$ cat src/rtl/core/zogts_pkg.sv
// ----------------------------------------------------------------------------
// zogts_pkg
// Shared types and constants of the z-order grid trajectory segmenter.
// ----------------------------------------------------------------------------
`timescale 1ns / 1ps
`default_nettype none

package zogts_pkg;

    localparam int TRAJ_W     = 20;
    localparam int LON_W      = 32;
    localparam int LAT_W      = 31;
    localparam int CELL_W     = 20;
    localparam int INV_W      = 32;
    localparam int AXIS_REG_W = 4;
    localparam int PROD_SHIFT = 24;

    localparam int IN_FIELDS_W = TRAJ_W + LON_W + LAT_W;
    localparam int IN_TDATA_W  = ((IN_FIELDS_W + 7) / 8) * 8;

    localparam int CFG_INDEX_W = 3;
    localparam int CFG_DATA_W  = 32;

    localparam logic [CFG_INDEX_W-1:0] CFG_GRID_LEFT     = 3'd0;
    localparam logic [CFG_INDEX_W-1:0] CFG_GRID_TOP      = 3'd1;
    localparam logic [CFG_INDEX_W-1:0] CFG_INV_CELL_SIZE = 3'd2;
    localparam logic [CFG_INDEX_W-1:0] CFG_AXIS_BITS     = 3'd3;

    localparam logic [AXIS_REG_W-1:0] AXIS_BITS_RESET = 4'd10;

    typedef struct packed {
        logic signed [LON_W-1:0] grid_left;
        logic signed [LAT_W-1:0] grid_top;
        logic [INV_W-1:0]        inv_cell_size;
        logic [AXIS_REG_W-1:0]   axis_bits;
    } grid_cfg_t;

endpackage

`default_nettype wire

$ cat src/rtl/core/zogts_cell_map.sv
// ----------------------------------------------------------------------------
// zogts_cell_map
// Input register and grid mapping: scales, clamps and interleaves the point
// coordinates into a Morton cell index, registered for the run tracker.
// ----------------------------------------------------------------------------
`timescale 1ns / 1ps
`default_nettype none

module zogts_cell_map
    import zogts_pkg::*;
#(
    parameter int MAX_AXIS_BITS = 10
) (
    input  wire logic                     aclk,
    input  wire logic                     aresetn,
    input  wire grid_cfg_t                cfg,
    input  wire logic                     in_valid,
    output logic                          in_ready,
    input  wire logic [TRAJ_W-1:0]        in_traj,
    input  wire logic signed [LON_W-1:0]  in_lon,
    input  wire logic signed [LAT_W-1:0]  in_lat,
    input  wire logic                     in_last,
    output logic                          pt_valid,
    input  wire logic                     pt_ready,
    output logic [CELL_W-1:0]             pt_cell,
    output logic [TRAJ_W-1:0]             pt_traj,
    output logic                          pt_last
);

    localparam int Q_W = 2 * INV_W - PROD_SHIFT;

    logic                     a_valid_reg;
    logic [TRAJ_W-1:0]        a_traj_reg;
    logic signed [LON_W-1:0]  a_lon_reg;
    logic signed [LAT_W-1:0]  a_lat_reg;
    logic                     a_last_reg;

    logic                     b_valid_reg;
    logic [CELL_W-1:0]        b_cell_reg;
    logic [TRAJ_W-1:0]        b_traj_reg;
    logic                     b_last_reg;

    logic                     b_load;
    logic signed [LON_W:0]    col_diff;
    logic signed [LON_W-1:0]  row_diff;
    logic                     col_pos;
    logic                     row_pos;
    logic [2*INV_W-1:0]       col_prod;
    logic [2*INV_W-1:0]       row_prod;
    logic [Q_W-1:0]           col_q;
    logic [Q_W-1:0]           row_q;
    logic [4:0]               bits_eff;
    logic [MAX_AXIS_BITS:0]   maxc_wide;
    logic [MAX_AXIS_BITS-1:0] maxc;
    logic [MAX_AXIS_BITS-1:0] col;
    logic [MAX_AXIS_BITS-1:0] row;
    logic [2*MAX_AXIS_BITS-1:0] code;

    assign b_load   = !b_valid_reg || pt_ready;
    assign in_ready = !a_valid_reg || b_load;

    always_ff @(posedge aclk) begin
        if (!aresetn) begin
            a_valid_reg <= 1'b0;
        end else if (in_ready) begin
            a_valid_reg <= in_valid;
        end
        if (in_ready && in_valid) begin
            a_traj_reg <= in_traj;
            a_lon_reg  <= in_lon;
            a_lat_reg  <= in_lat;
            a_last_reg <= in_last;
        end
    end

    // offsets from the grid edges
    assign col_diff = {a_lon_reg[LON_W-1], a_lon_reg} - {cfg.grid_left[LON_W-1], cfg.grid_left};
    assign row_diff = {cfg.grid_top[LAT_W-1], cfg.grid_top} - {a_lat_reg[LAT_W-1], a_lat_reg};
    assign col_pos  = !col_diff[LON_W] && (col_diff != '0);
    assign row_pos  = !row_diff[LON_W-1] && (row_diff != '0);

    assign col_prod = (2*INV_W)'(col_diff[LON_W-1:0]) * (2*INV_W)'(cfg.inv_cell_size);
    assign row_prod = (2*INV_W)'(row_diff[LON_W-2:0]) * (2*INV_W)'(cfg.inv_cell_size);
    assign col_q    = col_prod[2*INV_W-1:PROD_SHIFT];
    assign row_q    = row_prod[2*INV_W-1:PROD_SHIFT];

    assign bits_eff  = ({1'b0, cfg.axis_bits} > 5'(MAX_AXIS_BITS)) ? 5'(MAX_AXIS_BITS)
                                                                    : {1'b0, cfg.axis_bits};
    assign maxc_wide = ((MAX_AXIS_BITS+1)'(1) << bits_eff) - (MAX_AXIS_BITS+1)'(1);
    assign maxc      = maxc_wide[MAX_AXIS_BITS-1:0];

    always_comb begin
        if (!col_pos) begin
            col = '0;
        end else if (col_q > Q_W'(maxc)) begin
            col = maxc;
        end else begin
            col = col_q[MAX_AXIS_BITS-1:0];
        end
        if (!row_pos) begin
            row = '0;
        end else if (row_q > Q_W'(maxc)) begin
            row = maxc;
        end else begin
            row = row_q[MAX_AXIS_BITS-1:0];
        end
    end

    // col in the even bits, row in the odd bits
    always_comb begin
        code = '0;
        for (int i = 0; i < MAX_AXIS_BITS; i++) begin
            code[2*i]   = col[i];
            code[2*i+1] = row[i];
        end
    end

    always_ff @(posedge aclk) begin
        if (!aresetn) begin
            b_valid_reg <= 1'b0;
        end else if (b_load) begin
            b_valid_reg <= a_valid_reg;
        end
        if (b_load && a_valid_reg) begin
            b_cell_reg <= CELL_W'(code);
            b_traj_reg <= a_traj_reg;
            b_last_reg <= a_last_reg;
        end
    end

    assign pt_valid = b_valid_reg;
    assign pt_cell  = b_cell_reg;
    assign pt_traj  = b_traj_reg;
    assign pt_last  = b_last_reg;

endmodule

`default_nettype wire

$ cat config.mk
export PLATFORM = sky130hd
export DESIGN_NAME = zogts_cell_map
export DESIGN_NICKNAME = d
export VERILOG_FILES = /design/src/rtl/core/zogts_pkg.sv /design/src/rtl/core/zogts_cell_map.sv
export SDC_FILE = /design/constraint.sdc
export NUM_CORES = 2
export LEC_CHECK = 0
export BUFFER_PORTS_ARGS = -buffer_cell sky130_fd_sc_hd__buf_2
export CAP_MARGIN = 20
export CORE_MARGIN = 3
export CORE_UTILIZATION = 35
export DETAILED_ROUTE_END_ITERATION = 10
export PLACE_DENSITY = 0.5
export SLEW_MARGIN = 20
export SYNTH_ARGS = -nofsm -noshare
export SYNTH_HDL_FRONTEND = slang
export SYNTH_SLANG_ARGS = --single-unit
$ cat constraint.sdc
create_clock -name aclk -period 18.2 [get_ports aclk]
set_input_delay 2.73 -clock aclk [delete_from_list [all_inputs] [get_ports aclk]]
set_output_delay 2.73 -clock aclk [all_outputs]
set_load 0.005 [all_outputs]
==> reports/metrics.yaml <==
drt_first_pass_iters: 6
maxCapViolCount: 0
synthArstFlopShare_pct: 0
slew_headroom_pct: 19.24
reg2reg_from: "a_lon_reg[0]"
outcome: "completed"
core.rowCount: 168
synth.yosys.seq_area_share_pct: 5.130
reg2reg_depth: 43
cp-end-kind: "register"
min_to: "pt_traj[19]"
cts-htree-levels: 4
start_kind: "input pin"
routedWlPerCell_um: 23.35
portBuffers: 229
vias: 57290
synth_seq_cells: 127
synth_top_area_share_pct: 47.70
rsz0062_at_grt: "false"
drv_slew: 0
post_cts_buffers: 0
critPathMaxFanout: 33
die_area_um2: 216800
hold_ws_ns: 0.4163
critPathRequiredTime_ns: 18.41
fin_skew_ns: 0.03247
wl_um: 257500
regToRegSetupSlack_ns: 4.71
cts_resized: 0
hp-start: "a_traj_reg[19]"
fillers: 21550
netlist_instances: 8317
cp_slowest_cell: "or4_1"
yosys-top-cells-area: "fa_1 48%, ha_1 10%, inv_1 9.3%"
netlist_top_cells_count: "1829 x inv_1, 1762 x fa_1, 1427 x nand2_1, 683 x and2_1, 597 x ha_1"
finalHoldViolCount: 0
ios: 230
grt_first_pass_wirelength_um: 397000
synth_edf_count: 125
fp.coreArea_um2: 209800
crit_top_cell: "fa_1"
grt_max_degree: 64
area_growth_pct: 6.667
grt_pass1_vias: 62680
synth_ff_type: "edfxtp_1"
vias_per_cell: 5.193
synthesis.nets: 10860
antenna_found_initial: 27
fp.dieW_um: 465.6
drive_gt1_share_pct: 6.146
clk_path_buf_depth: 2
start_util_pct: 35.25
setup_tns_ns: 0
r2r-end: "pt_cell[8]"
die_h_um: 465.6
cp.arrival_ns: 15.58
yosysWarnings: 0
setup_viol: 0
drt_iter0_markers: 3979
hold_buffers: 0
layout_worst_path_cycle_share_pct: 84.45
cts_sinks: 127
gp_congestion: 0.9363
fmax_ghz: 0.06506
drtAntennaViolNets: 0
critPathMaxStageDelay_ns: 0.84
hp-class: "register to register"
insertion_delay_ns: 0.53
nets: 10750
root_buffer: "clkbuf_16"
dp_hpwl_um: 196400
clk_pin_slew_ns: 0.07
min_path_cells: 0
syn-cell-area_um2: 73950
crit_type: "input pin to register"
ys_types: 93
cts_made_buffers: 17
yosysMostFrequentCell: "inv_1"
synth_area_per_cell_um2: 8.891
synth_top_area_cell: "fa_1"
timing.final.crit_period_ns: 15.37
overflow: 0
largest_reg_flops: 32
tightest_slew_ns: 1.211
drc_errors: 0
tritoncts: "built"
grt_use_total_pct: 24.21
## cell type report
class                           count  area [µm²]  share of cell area [%]
Timing Repair Buffer              368        2222                   2.817
Multi-Input combinational cell   5861       61870                   78.44
Tap cell                         2805        3510                   4.450
Clock inverter                     13       153.9                  0.1951
Antenna cell                       10       25.02                 0.03173
Sequential cell                   127        3794                   4.810
Inverter                         1829        6865                   8.704
Clock buffer                       19       432.9                  0.5489
## metal layers
metal / track usage [%] / part of all wire [%] / vias to the layer above
li1: - / - / 24710
met1: 32.62 / 43 / 30090
met2: 39.81 / 47 / 2108
met3: 4.879 / 7.5 / 373
met4: 6.246 / 2.9 / 12
met5: 0 / 0.031 / -
## worst max path at each step
stage | start | endpoint | slack (ns) | cells after the start
floorplan | cfg[67] | pt_cell[10] | 4.58 | 45
global placement | cfg[67] | pt_cell[2] | 2.23 | 40
detailed placement | cfg[67] | pt_cell[8] | 2.24 | 43
CTS | cfg[67] | pt_cell[8] | 2.72 | 43
global route | cfg[67] | pt_cell[2] | 1.89 | 43
finish | cfg[67] | pt_cell[8] | 2.83 | 43
## worst max-delay path: cells and delay by family
kind,cells,cell delay [ns]
compound gates,16,4.07
xor+xnor,2,0.42
fa+ha+maj,12,5.54
buf+inv,6,0.79
simple gates,7,2.01
## metrics by stage
step | cells | worst slack (ns) | util [%] | instance area, µm²
final | 11030 | 2.829 | 37.60 | 78880
after global routing | 11020 | 1.886 | 37.59 | 78850
after CTS | 11020 | 2.718 | 37.57 | 78820
after detailed placement | 10990 | 2.240 | 37.29 | 78230
after global placement | 10990 | 2.232 | 37.28 | 78200
after floorplan | 8317 | 4.579 | - | 73950
## layout by cell type, fill, tap and decap left out, types with 22 or more instances in the layout
cell      synthesis  final
a21oi_1         207    206
nand2_1        1427   1427
xnor2_1          54     27
o31ai_1          23     22
nand2b_1         46     46
a211oi_1         28     27
o21bai_1         28     28
a21o_1           60     60
o21a_1           31     31
nor2b_1          58     56
nor2_1          133    131
fa_1           1762   1762
inv_1          1829   1829
edfxtp_1        125    125
o21ai_0         123    123
nand3_1          59     59
o211ai_1         26     26
and3_1           68     68
buf_4             0    137
buf_2            19    229
nor3_1           51     51
xnor2_2           0     26
ha_1            597    597
nand4_1          71     71
a31oi_1          24     23
and2_1          683    682
## logic make-up (layout without fill, tap and decap cells)
group | count (synthesis) | in the layout | share of synthesized area (%)
flops | 127 | 127 | 5.130
simple gates | 2693 | 2693 | 17.52
buf+inv | 2329 | 2229 | 11.88
compound gates | 701 | 701 | 6.343
fa+ha+maj | 2359 | 2359 | 57.80
xor+xnor | 90 | 90 | 1.066
other cells | 0 | 10 | 0
mux | 18 | 18 | 0.2521
Power is not shown: default switching activity piles up to over one toggle a cycle in this logic, so the estimate is an artifact.
