File: src/rtl/core/zogts_pkg.sv
// ----------------------------------------------------------------------------
// zogts_pkg
// Shared types and constants of the z-order grid trajectory segmenter.
// ----------------------------------------------------------------------------
`timescale 1ns / 1ps
`default_nettype none

package zogts_pkg;

    localparam int TRAJ_W     = 20;
    localparam int LON_W      = 32;
    localparam int LAT_W      = 31;
    localparam int CELL_W     = 20;
    localparam int INV_W      = 32;
    localparam int AXIS_REG_W = 4;
    localparam int PROD_SHIFT = 24;

    localparam int IN_FIELDS_W = TRAJ_W + LON_W + LAT_W;
    localparam int IN_TDATA_W  = ((IN_FIELDS_W + 7) / 8) * 8;

    localparam int CFG_INDEX_W = 3;
    localparam int CFG_DATA_W  = 32;

    localparam logic [CFG_INDEX_W-1:0] CFG_GRID_LEFT     = 3'd0;
    localparam logic [CFG_INDEX_W-1:0] CFG_GRID_TOP      = 3'd1;
    localparam logic [CFG_INDEX_W-1:0] CFG_INV_CELL_SIZE = 3'd2;
    localparam logic [CFG_INDEX_W-1:0] CFG_AXIS_BITS     = 3'd3;

    localparam logic [AXIS_REG_W-1:0] AXIS_BITS_RESET = 4'd10;

    typedef struct packed {
        logic signed [LON_W-1:0] grid_left;
        logic signed [LAT_W-1:0] grid_top;
        logic [INV_W-1:0]        inv_cell_size;
        logic [AXIS_REG_W-1:0]   axis_bits;
    } grid_cfg_t;

endpackage

`default_nettype wire

File: src/rtl/core/zogts_run_tracker.sv
// ----------------------------------------------------------------------------
// zogts_run_tracker
// Run state per trajectory: detects cell changes and trajectory ends and
// issues finished runs through an output register and a second-run slot.
// ----------------------------------------------------------------------------
`timescale 1ns / 1ps
`default_nettype none

module zogts_run_tracker
    import zogts_pkg::*;
#(
    parameter int POINT_INDEX_BITS = 16
) (
    input  wire logic                        aclk,
    input  wire logic                        aresetn,
    input  wire logic                        pt_valid,
    output logic                             pt_ready,
    input  wire logic [CELL_W-1:0]           pt_cell,
    input  wire logic [TRAJ_W-1:0]           pt_traj,
    input  wire logic                        pt_last,
    output logic                             run_valid,
    input  wire logic                        run_ready,
    output logic [CELL_W-1:0]                run_cell,
    output logic [TRAJ_W-1:0]                run_traj,
    output logic [POINT_INDEX_BITS-1:0]      run_start,
    output logic [POINT_INDEX_BITS-1:0]      run_end,
    output logic [POINT_INDEX_BITS:0]        run_count,
    output logic                             run_last
);

    localparam int P = POINT_INDEX_BITS;

    typedef struct packed {
        logic [CELL_W-1:0] cell_idx;
        logic [TRAJ_W-1:0] traj;
        logic [P-1:0]      start;
        logic [P-1:0]      stop;
        logic [P:0]        count;
        logic              last;
    } run_t;

    logic              in_traj_reg;
    logic [CELL_W-1:0] run_cell_reg;
    logic [P-1:0]      run_start_reg;
    logic [P-1:0]      point_cnt_reg;
    logic [TRAJ_W-1:0] run_owner_reg;

    logic              out_valid_reg;
    run_t              out_reg;
    logic              pend_valid_reg;
    run_t              pend_reg;

    logic              change;
    logic              out_free;
    logic              take;
    logic [P-1:0]      idx;
    logic [P-1:0]      prev_idx;
    logic [CELL_W-1:0] cell_next;
    logic [P-1:0]      start_next;
    logic [TRAJ_W-1:0] owner_next;
    run_t              change_run;
    run_t              final_run;
    run_t              first_run;

    assign change   = in_traj_reg && (pt_cell != run_cell_reg);
    assign out_free = !out_valid_reg || run_ready;
    assign pt_ready = !pend_valid_reg && (out_free || (!change && !pt_last));
    assign take     = pt_valid && pt_ready;

    assign idx        = in_traj_reg ? point_cnt_reg + P'(1) : '0;
    assign prev_idx   = idx - P'(1);
    assign cell_next  = (!in_traj_reg || change) ? pt_cell : run_cell_reg;
    assign start_next = !in_traj_reg ? '0 : (change ? idx : run_start_reg);
    assign owner_next = in_traj_reg ? run_owner_reg : pt_traj;

    always_comb begin
        change_run.cell_idx = run_cell_reg;
        change_run.traj     = run_owner_reg;
        change_run.start    = run_start_reg;
        change_run.stop     = prev_idx;
        change_run.count    = {1'b0, prev_idx - run_start_reg} + (P+1)'(1);
        change_run.last     = !pt_last;

        final_run.cell_idx  = cell_next;
        final_run.traj      = owner_next;
        final_run.start     = start_next;
        final_run.stop      = idx;
        final_run.count     = {1'b0, idx - start_next} + (P+1)'(1);
        final_run.last      = 1'b1;

        first_run = change ? change_run : final_run;
    end

    always_ff @(posedge aclk) begin
        if (!aresetn) begin
            in_traj_reg <= 1'b0;
        end else if (take) begin
            in_traj_reg <= !pt_last;
        end
        if (take) begin
            run_cell_reg  <= cell_next;
            run_start_reg <= start_next;
            point_cnt_reg <= idx;
            run_owner_reg <= owner_next;
        end
    end

    // second run of a point waits in the pending slot
    always_ff @(posedge aclk) begin
        if (!aresetn) begin
            out_valid_reg  <= 1'b0;
            pend_valid_reg <= 1'b0;
        end else if (out_free) begin
            if (pend_valid_reg) begin
                out_valid_reg  <= 1'b1;
                pend_valid_reg <= 1'b0;
            end else if (take && (change || pt_last)) begin
                out_valid_reg  <= 1'b1;
                pend_valid_reg <= change && pt_last;
            end else begin
                out_valid_reg  <= 1'b0;
            end
        end
        if (out_free) begin
            if (pend_valid_reg) begin
                out_reg <= pend_reg;
            end else if (take) begin
                out_reg  <= first_run;
                pend_reg <= final_run;
            end
        end
    end

    assign run_valid = out_valid_reg;
    assign run_cell  = out_reg.cell_idx;
    assign run_traj  = out_reg.traj;
    assign run_start = out_reg.start;
    assign run_end   = out_reg.stop;
    assign run_count = out_reg.count;
    assign run_last  = out_reg.last;

endmodule

`default_nettype wire
File: config.mk
export PLATFORM = sky130hd
export DESIGN_NAME = zogts_run_tracker
export DESIGN_NICKNAME = d
export VERILOG_FILES = /design/src/rtl/core/zogts_pkg.sv /design/src/rtl/core/zogts_run_tracker.sv
export SDC_FILE = /design/constraint.sdc
export NUM_CORES = 1
export LEC_CHECK = 0
export BUFFER_PORTS_ARGS = -buffer_cell sky130_fd_sc_hd__buf_2
export CAP_MARGIN = 20
export CORE_MARGIN = 10
export CORE_UTILIZATION = 43
export DETAILED_ROUTE_END_ITERATION = 16
export HOLD_SLACK_MARGIN = 0.03
export PLACE_DENSITY_LB_ADDON = 0.1
export SYNTH_ARGS = -nofsm -noshare
export SYNTH_HDL_FRONTEND = slang
export SYNTH_SLANG_ARGS = --single-unit
File: constraint.sdc
create_clock -name aclk -period 10.2 [get_ports aclk]
set_input_delay 2.55 -clock aclk [delete_from_list [all_inputs] [get_ports aclk]]
set_output_delay 2.55 -clock aclk [all_outputs]
set_load 0.1 [all_outputs]
==> metrics.cfg <==
[status]
status=complete, no violations

[clock_tree]
htree_num_levels=1
cts_tree=built
cts.clk_slew.worst_paths_ns=0.06
root_buffer=clkbuf_16
numCtsBuffers=28
cts_setup_buffers=0
cts_hold_buf=0
clockBufferDepth=3
clock-sinks=254
worstSkewPairLatency_ns=0.56
cts-resized-gates=0

[hold_path]
hp-class=flop to flop

[worst_setup_path]
critPathMaxFanout=28
crit_path_end_kind=output pin
cp.depth=9
slowest_delay_ns=0.49
ff2ff_setup_slack_ns=4.63
worstPathRequired_ns=7.65
cp.buffers_inverters=3
crit_start=pt_cell[7]
worstPathArrival_ns=5.07
r2r-end=run_count[15]$_DFFE_PP_
critPathKind=input port to output pin
path_cells=buf_2 > xnor2_1 > nand4_1 > nor3_1 > nand3_1 > buf_4 > a21o_1 > a21oi_1 > buf_2
crit_top_cell=buf_2
crit_family=buffers and inverters
ff2ff_path_depth=17
crit_path_top_delay_cell=nand3_1
reg2reg_from=run_cell_reg[7]$_DFFE_PP_
endpoint=pt_ready
startpoint_type=input port

[placed_design]
dp_hpwl_microns=21400
port_buffers=136
place_congestion=0.831

[global_route]
grt_pass1_wl_microns=48900
grt_pass1_vias=8464
grt-ovfl-total=0
grt_start_max_net_pins=78
grt_antenna_before_repair=0
grt_usage=0.159

[detailed_routing]
via_per_inst=5.20
dr.pass1.iters=5
drc_errors=0
dr_total_vias=8395
drt-initial-drc-count=437
wl_per_cell_microns=19.2
postRouteAntennaNets=0
drt_wl_total_microns=30900

[run]
cap_violations=0

[synth]
synth_top_cell_by_area=edfxtp_1
synth_edf_count=251
synth_cell_type_count=78
async_flop_share=0
avgSynthCellArea_sq_um=12.1
synth_top_area_frac=0.574
syn_area_sq_mm=0.0131
postSynthRegisterBits=254
synthTopCellsByCount=edfxtp_1 (251), nand2_1 (105), xnor2_1 (72), nor2_1 (65), o21ai_0 (55)
synthFlopType=edfxtp_1
synth.most_common_cell=edfxtp_1
synthTopCellsByArea=edfxtp_1 (57%), xnor2_1 (4.8%), mux2_2 (3.4%)
syn_inst=1085
synth-warning-count=0
syn_nets=1166
ys_seq_area_frac=0.578

[timing]
slew_headroom=0.308
fin_skew_ns=0.0246
final.setup.tns_ns=0
period_share=0.747
tightestPinTransition_ns=1.03
finalSetupViolCount=0
slew_violations=0
rsz0062_at_grt=no
fmax_ghz=0.131
fin_crit_ns=7.62
hold_viol=0

[final_layout]
largest_reg_flops=89
drive_above_1_share=0.214
area_growth_pct=14.5
fin_nets=1283
num_antenna_cells=0

[floorplanning]
boundaryPins=137
fp-row-count=63
core_sq_mm=0.0299
die_area_sq_mm=0.0379
start_util=0.440
fp.dieW_microns=195
die_h_microns=195

[pwr]
p_leak_nw=5.72
power_density_mw_per_mm2=215
fin_total_pwr_mw=3.24
peakVddDrop_uv=122

## where the power goes
group	leakage, nW	switching [mW]	internal, mW	total, mW
combinational	2.77	0.671	0.255	0.926
clock	0.445	0.410	0.581	0.991
sequential	2.51	0.0394	1.28	1.32
total	5.72	1.12	2.12	3.24
## placed cells by master (no fill, tap or decap), types with 5 or more instances in the layout
master / Yosys / final
edfxtp_1: 251 / 251
nand2b_1: 20 / 20
mux2i_1: 28 / 28
mux2_2: 40 / 40
xnor2_1: 72 / 72
nor3b_1: 6 / 6
nor2b_1: 7 / 6
o21a_1: 12 / 12
o31ai_1: 7 / 7
clkinv_1: 1 / 7
a21oi_1: 35 / 35
o21ai_1: 13 / 13
buf_2: 0 / 136
and2_1: 9 / 7
buf_4: 4 / 9
o211ai_1: 5 / 5
nor3_1: 13 / 13
nor2_1: 65 / 63
o21ai_0: 55 / 55
nor4_1: 11 / 11
inv_1: 54 / 54
nand3_1: 19 / 19
nand2_1: 105 / 105
a21o_1: 10 / 10
a211oi_1: 8 / 8
xor2_1: 33 / 33
a22o_1: 19 / 19
ha_1: 34 / 34
clkbuf_16: 0 / 28
nand4_1: 13 / 13
or3_1: 6 / 6
clkinv_2: 0 / 7
## per-stage QoR
step	area (sq um)	cells	util	hold WS, ns	setup WS [ns]
after floorplan	13100	1085	-	0.497	2.74
after global placement	14100	1562	0.473	0.508	2.42
after detailed placement	14100	1562	0.473	0.509	2.32
after CTS	15000	1613	0.503	0.522	2.52
after global routing	15000	1613	0.503	0.534	2.38
final	15000	1613	0.503	0.520	2.58
## cells by family after synthesis
group / Yosys count / synth area share
multiplexers: 68 / 0.0556
buffers and inverters: 114 / 0.0363
AO/OA/AOI/OAI: 201 / 0.103
XOR/XNOR: 109 / 0.0750
AND/OR/NAND/NOR: 303 / 0.116
adder cells (fa/ha/maj): 36 / 0.0354
flip-flops: 254 / 0.578
## cell type report
| type | instances | area (sq um) |
|---|---|---|
| Multi-Input combinational cell | 717 | 5080 |
| Fill cell | 2660 | 14800 |
| Timing Repair Buffer | 145 | 748 |
| Sequential cell | 254 | 7600 |
| Tap cell | 390 | 488 |
| Inverter | 56 | 210 |
| Clock buffer | 32 | 716 |
| Clock inverter | 19 | 194 |
## metal layers
layer,GRT usage,vias up,share of wire
met1,0.228,4003,0.49
met5,0,-,0
met3,0.0270,23,0.050
li1,-,4196,-
met2,0.249,173,0.45
met4,0.0268,0,0.011
## worst min-delay path by stage
stage,start,slack [ns],depth (start not counted),endpoint
finish,pend_reg[70]$_DFFE_PP_,0.52,2,run_cell[0]$_DFFE_PP_
global route,pend_reg[21]$_DFFE_PP_,0.53,2,run_end[3]$_DFFE_PP_
CTS,pend_reg[70]$_DFFE_PP_,0.52,2,run_cell[0]$_DFFE_PP_
detailed placement,pend_reg[10]$_DFFE_PP_,0.51,2,run_count[9]$_DFFE_PP_
global placement,pend_reg[77]$_DFFE_PP_,0.51,2,run_cell[7]$_DFFE_PP_
floorplan,pend_reg[8]$_DFFE_PP_,0.50,1,run_count[7]$_DFFE_PP_
## tightest hold or removal path, delay by kind of cell (launching register included)
kind               cells  cell delay, ns
and+or+nand+nor        1            0.05
DFF                    1            0.32
AOI/OAI and AO/OA      1            0.06
Note: power is estimated with default switching activity, not from simulation.
